--- src/hw/rtl/bfr_pkg.sv ---
// ----------------------------------------------------------------------------
// bfr_pkg
// Shared types and constants of the msb-first bit field reader.
// ----------------------------------------------------------------------------
package bfr_pkg;

	// stream word width and derived widths
	localparam int WORD_BITS = 32;
	localparam int POS_W     = $clog2(WORD_BITS);
	localparam int FIELD_MAX = (WORD_BITS < 32) ? WORD_BITS : 32;
	localparam int N_W       = $clog2(FIELD_MAX + 1);
	localparam int CNT_W     = ((POS_W + 1) > N_W) ? (POS_W + 1) : N_W;
	localparam int SH_W      = $clog2(2 * WORD_BITS) + 1;

	// port field widths
	localparam int OP_W    = 1;
	localparam int FW_W    = 6;
	localparam int NWORD_W = 32;
	localparam int VALUE_W = 32;

	// operation codes on the request channel
	localparam logic [OP_W-1:0] OP_READ = 1'b0;
	localparam logic [OP_W-1:0] OP_PAD  = 1'b1;

	// queue between front and back
	localparam int QUEUE_DEPTH = 2;
	localparam int QPTR_W      = (QUEUE_DEPTH > 1) ? $clog2(QUEUE_DEPTH) : 1;
	localparam int QCNT_W      = $clog2(QUEUE_DEPTH + 1);

	// item class decided by the front part
	typedef enum logic [1:0] {
		KIND_SKIP = 2'd0,
		KIND_PAD  = 2'd1,
		KIND_READ = 2'd2
	} kind_t;

	// classified item as it travels through the queue
	typedef struct packed {
		kind_t                kind;
		logic [N_W-1:0]       width;
		logic [WORD_BITS-1:0] word;
		logic                 avail;
	} cmd_t;

endpackage

--- src/hw/rtl/bfr_queue.sv ---
// ----------------------------------------------------------------------------
// bfr_queue
// Short queue of classified items between the front and back parts.
// ----------------------------------------------------------------------------
module bfr_queue import bfr_pkg::*; (
	input  logic clk,
	input  logic arst_n,
	input  logic push_valid,
	output logic push_ready,
	input  cmd_t push_cmd,
	output logic pop_valid,
	input  logic pop_ready,
	output cmd_t pop_cmd
);

	cmd_t              entries_q [QUEUE_DEPTH];
	logic [QPTR_W-1:0] wr_ptr_q;
	logic [QPTR_W-1:0] rd_ptr_q;
	logic [QCNT_W-1:0] count_q;
	logic              do_push;
	logic              do_pop;

	assign push_ready = (count_q != QCNT_W'(QUEUE_DEPTH));
	assign pop_valid  = (count_q != '0);
	assign pop_cmd    = entries_q[rd_ptr_q];
	assign do_push    = push_valid && push_ready;
	assign do_pop     = pop_valid && pop_ready;

	// pointers and fill level
	always_ff @(posedge clk or negedge arst_n) begin
		if (!arst_n) begin
			wr_ptr_q <= '0;
			rd_ptr_q <= '0;
			count_q  <= '0;
		end else begin
			if (do_push) begin
				wr_ptr_q <= (wr_ptr_q == QPTR_W'(QUEUE_DEPTH - 1)) ? '0 : wr_ptr_q + 1'b1;
			end
			if (do_pop) begin
				rd_ptr_q <= (rd_ptr_q == QPTR_W'(QUEUE_DEPTH - 1)) ? '0 : rd_ptr_q + 1'b1;
			end
			if (do_push && !do_pop) begin
				count_q <= count_q + 1'b1;
			end else if (do_pop && !do_push) begin
				count_q <= count_q - 1'b1;
			end
		end
	end

	// entry storage
	always_ff @(posedge clk) begin
		if (do_push) begin
			entries_q[wr_ptr_q] <= push_cmd;
		end
	end

	// fill level stays within the depth
	a_count_range: assert property (@(posedge clk) disable iff (!arst_n)
		count_q <= QCNT_W'(QUEUE_DEPTH))
		else $error("queue fill level out of range");

	// a push into a full queue never completes
	a_no_overflow: assert property (@(posedge clk) disable iff (!arst_n)
		(count_q == QCNT_W'(QUEUE_DEPTH)) && !do_pop |=> count_q == QCNT_W'(QUEUE_DEPTH))
		else $error("queue overflow");

endmodule

--- config.mk ---
export PLATFORM = sky130hd
export DESIGN_NAME = bfr_queue
export DESIGN_NICKNAME = d
export VERILOG_FILES = /design/src/hw/rtl/bfr_pkg.sv /design/src/hw/rtl/bfr_queue.sv
export SDC_FILE = /design/constraint.sdc
export NUM_CORES = 1
export LEC_CHECK = 0
export ABC_AREA = 1
export ABC_CLOCK_PERIOD_IN_PS = 6800
export BUFFER_PORTS_ARGS = -buffer_cell sky130_fd_sc_hd__buf_2
export CAP_MARGIN = 25
export CORE_ASPECT_RATIO = 0.6
export CORE_UTILIZATION = 56
export DETAILED_ROUTE_END_ITERATION = 6
export PLACE_DENSITY = 0.85
export SLEW_MARGIN = 20
export SYNTH_ARGS = -nofsm -noshare
export SYNTH_HDL_FRONTEND = slang
export SYNTH_SLANG_ARGS = --single-unit
--- constraint.sdc ---
create_clock -name clk -period 6.8 [get_ports clk]
set_input_delay 0.34 -clock clk [delete_from_list [all_inputs] [get_ports clk]]
set_output_delay 0.34 -clock clk [all_outputs]
set_load 0.03 [all_outputs]
==> results <==
- The clock-pin slew reported for the worst setup and hold paths after clock tree synthesis is 0.08 ns.
- The starting DRC count in detailed routing is 116.
- The total power after layout is 1860 uW.
- The cell taking the most area after synthesis is sky130_fd_sc_hd__edfxtp_1.
- The cell sitting at the root of the clock tree is a sky130_fd_sc_hd__clkbuf_8.
- Setup repair after global routing left no endpoint under its margin.
- The via count of the first global-routing pass came to 1,725.
- The number of maximum-capacitance violations is 0.
- The headroom to the max-slew limit is 0.494.
- The cell area power density is 466 nW/um2.
- The number of hold violations in the final report was 0.
- The class of the most critical hold timing path is input port to flip-flop.
- The total area inside the core boundary comes to 5650 um2.
- The total overflow left after global routing is 0.
- The number of pins exceeding their max-slew limit in the final report came to 0.
- From bottom edge to top edge, the die measures 61.8 um.
- The TritonCTS sink count is 86.
- Data arrives at the worst endpoint at 2.11 ns.
- The global-route usage over all layers is 0.188.
- The number of nets in the layout is 382.
- The remaining antenna violation count after routing is 0.
- The global-route wire length before repair is 8190 um.
- The CTS tree is built.
- Once the clock tree was built, the setup fixing pass inserted 0 buffers.
- The total via count in the routed design is 2,001.
- The pin count of the biggest net entering global routing is 43.
- The launch point of the worst reg-to-reg path is rd_ptr_q$_DFFE_PN0P_.
- At the pin with the least slew margin, the transition time is 0.758 ns.
- Among all flip-flop cells after synthesis, the most frequent one is sky130_fd_sc_hd__edfxtp_1.
- The first detailed-routing pass ran for 5 iterations.
- The buffer and inverter count on the worst path is 3.
- The endpoint identified for the worst register-to-register timing path is rd_ptr_q$_DFFE_PN0P_.
- In this run the number of cells on the critical path is 5.
- The delay of the slowest cell on the worst path is 0.84 ns.
- The die covers 6280 um2.
- Timing would allow up to 409 MHz.
- STA classifies the critical path endpoint as an output port.
- The most numerous cell in the Yosys netlist is sky130_fd_sc_hd__nand2_1.
- The worst setup path startpoint is rd_ptr_q$_DFFE_PN0P_.
- The most repeated library cell on the critical path is sky130_fd_sc_hd__nand2_1.
- At the later pin of the worst-skew pair, clock insertion delay measures 0.35 ns.
- The number of H-tree levels is 3.
- After detailed routing, the average wire length per cell comes to 13.1 um.
- IR analysis of the VDD net gives a maximum drop of 262 uV.
- The slowest library cell on the worst path is sky130_fd_sc_hd__dfrtp_1.
- In this run the worst setup path terminates at pop_cmd[13].
- The kind of critical path is flip-flop to output port.
- The number of library cell types mapped by synthesis is 17.
- The reported leakage power is 0.00173 uW.
- The critical path required time is 6.46 ns.
- The width of the chip is 102 um.
- Summed over all failing endpoints, the final setup total negative slack is 0 ns.
- The floorplan has 21 rows.
- The family with the most delay on the worst path is flip-flops.
- The shortest period the worst path allows is 2.45 ns.
- The share of final-layout standard cells stronger than drive strength 1 is 0.381.
- Summing every instance area after synthesis gives 3340 um2.
- The slack of the worst reg-to-reg path is 5.09 ns.
- The diode insertion count for antenna repair is 0.
- The post-route clock skew is 0.0125 ns.
- The initial antenna violation count is 0.
- A synthesized cell averages 13.7 um2.
- The signal on the critical path passes through buf_4 > inv_8 > nand2_1 > nand2_1 > buf_2.
- Measured in cells, the most critical reg-to-reg path has a length of 4.
- The top fanout value on the critical path is 42.
- The number of storage elements in the synthesis netlist is 86.
- The number of nets handed over by synthesis was 289.
- The share of the Yosys chip area taken by registers is 0.768.
- Ranked by instance count, the synthesized netlist is headed by sky130_fd_sc_hd__nand2_1, sky130_fd_sc_hd__edfxtp_1, sky130_fd_sc_hd__nand2_2.
- The congestion estimate from routability-driven global placement came to 0.798.
- The count of buffers from port buffering is 87.
- The share of async-settable or async-resettable flops after synthesis is 0.0465.
- The number of standard cells after synthesis is 243.
- The final cycle utilization of the critical path is 0.360.
- The area growth from synthesis to layout is 19.6%.
- The fraction of post-synthesis cell area in the top cell type by area is 0.738.
- Fill cells in the final layout number 405.
- The maximum clock path buffer count is 2.
- For this run, the number of Yosys warnings is 0.
- Counting flops with a built-in enable in the synthesized netlist gives 82.
- The number of failing setup endpoints in the final timing report is 0.
- The run finished with clean final reports.
- The initial utilization of the core area, before any placement, comes to 0.591.
- The worst setup path is launched from a flip-flop.
- The sequential cell area in the final layout is 2560 um2.
- In this run the count of I/O pins placed on the die edge is 88.
- The routed design has 5510 um of wire.
- The post-detailed-route DRC marker count is 0.
- Detailed placement ended at an HPWL of 3610 um.
- By area the synthesized netlist is led by sky130_fd_sc_hd__edfxtp_1, sky130_fd_sc_hd__nand2_1, sky130_fd_sc_hd__nand2_2, sky130_fd_sc_hd__dfrtp_1, sky130_fd_sc_hd__clkbuf_8.
- The multi-input combinational cells in the finished layout cover a total of 636 um2.
- The total clock buffers created by CTS is 9.
- After detailed routing, the number of vias per cell comes to 4.75.
==> cell usage in the layout, fill, tap and decap left out <==
cell type,count
sky130_fd_sc_hd__nand2_1,113
sky130_fd_sc_hd__buf_2,87
sky130_fd_sc_hd__edfxtp_1,82
sky130_fd_sc_hd__nand2_2,18
sky130_fd_sc_hd__clkbuf_8,9
sky130_fd_sc_hd__inv_1,4
sky130_fd_sc_hd__dfrtp_1,4
sky130_fd_sc_hd__inv_2,2
sky130_fd_sc_hd__nand2_4,2
sky130_fd_sc_hd__nor2_4,2
sky130_fd_sc_hd__nand3_1,2
sky130_fd_sc_hd__clkinv_2,2
sky130_fd_sc_hd__clkinvlp_4,2
sky130_fd_sc_hd__clkbuf_1,2
sky130_fd_sc_hd__buf_12,2
sky130_fd_sc_hd__inv_8,1
sky130_fd_sc_hd__xnor2_1,1
sky130_fd_sc_hd__xor2_2,1
sky130_fd_sc_hd__nand4_1,1
sky130_fd_sc_hd__ha_1,1
sky130_fd_sc_hd__inv_6,1
sky130_fd_sc_hd__dlygate4sd3_1,1
sky130_fd_sc_hd__buf_4,1
==> state kept, by name, indices dropped and copies added (netlist names) <==
register   cells
count_q        2
rd_ptr_q       1
wr_ptr_q       1
entries_q     82
==> cells by family after synthesis <==
group,Yosys count,synth area share
simple gates,138,0.175
fa+ha+maj,1,0.00375
flops,86,0.768
xor+xnor,2,0.00750
buf+inv,16,0.0461
==> metrics by stage <==
| step | instances | util | cell area (um2) | hold WS, ns | setup slack [ns] |
|---|---|---|---|---|---|
| 2_1_floorplan | 243 | - | 3340 | 0.0444 | 3.99 |
| 3_3_place_gp | 402 | 0.668 | 3770 | 0.153 | 4.75 |
| 3_5_place_dp | 404 | 0.675 | 3810 | 0.151 | 4.73 |
| 4_1_cts | 421 | 0.706 | 3990 | 0.152 | 4.32 |
| 5_1_grt | 421 | 0.706 | 3990 | 0.150 | 4.20 |
| 6_report | 421 | 0.706 | 3990 | 0.174 | 4.35 |
==> repair_timing <==
action                    in CTS  in global routing
hold buffers                   1                  0
hold endpoints to repair       4                  0
resized for setup              0                  0
==> worst min path at each step <==
stage,from,slack (ns),cells after the start,endpoint
after floorplan,arst_n,0.04,0,count_q[0]$_DFFE_PN0P_
after global placement,arst_n,0.15,1,count_q[1]$_DFFE_PN0P_
after detailed placement,arst_n,0.15,1,count_q[1]$_DFFE_PN0P_
after CTS,push_cmd[38],0.15,1,entries_q[0][38]$_DFFE_PP_
after global routing,push_cmd[38],0.15,1,entries_q[0][38]$_DFFE_PP_
final,push_cmd[2],0.17,1,entries_q[0][2]$_DFFE_PP_
==> cell type report <==
class / count / share of cell area
Clock buffer: 11 / 0.0329
Clock inverter: 5 / 0.00847
Inverter: 7 / 0.00847
Multi-Input combinational cell: 141 / 0.159
Sequential cell: 86 / 0.642
Tap cell: 80 / 0.0251
Timing Repair Buffer: 91 / 0.124
==> report_power, final <==
| group | internal, uW | switching (uW) |
|---|---|---|
| clock | 133 | 169 |
| sequential | 724 | 56.0 |
| combinational | 207 | 570 |
| total | 1060 | 794 |
==> worst register-to-register path, cell delays in order (launching register included) <==
cell                      delay (ns)
sky130_fd_sc_hd__dfrtp_1        0.84
sky130_fd_sc_hd__buf_4          0.40
sky130_fd_sc_hd__inv_8          0.17
sky130_fd_sc_hd__nand3_1        0.14
sky130_fd_sc_hd__nand2_1        0.05
==> per-layer routing <==
layer	routed length, um	global-route usage	part of all wire	vias to the layer above
met5	0	0	0	-
met4	85	0.0870	0.015	0
met3	464	0.0626	0.084	8
met2	2480	0.292	0.45	87
met1	2480	0.248	0.45	911
li1	-	-	-	995
No activity file was read; power rests on OpenSTA's default activity.
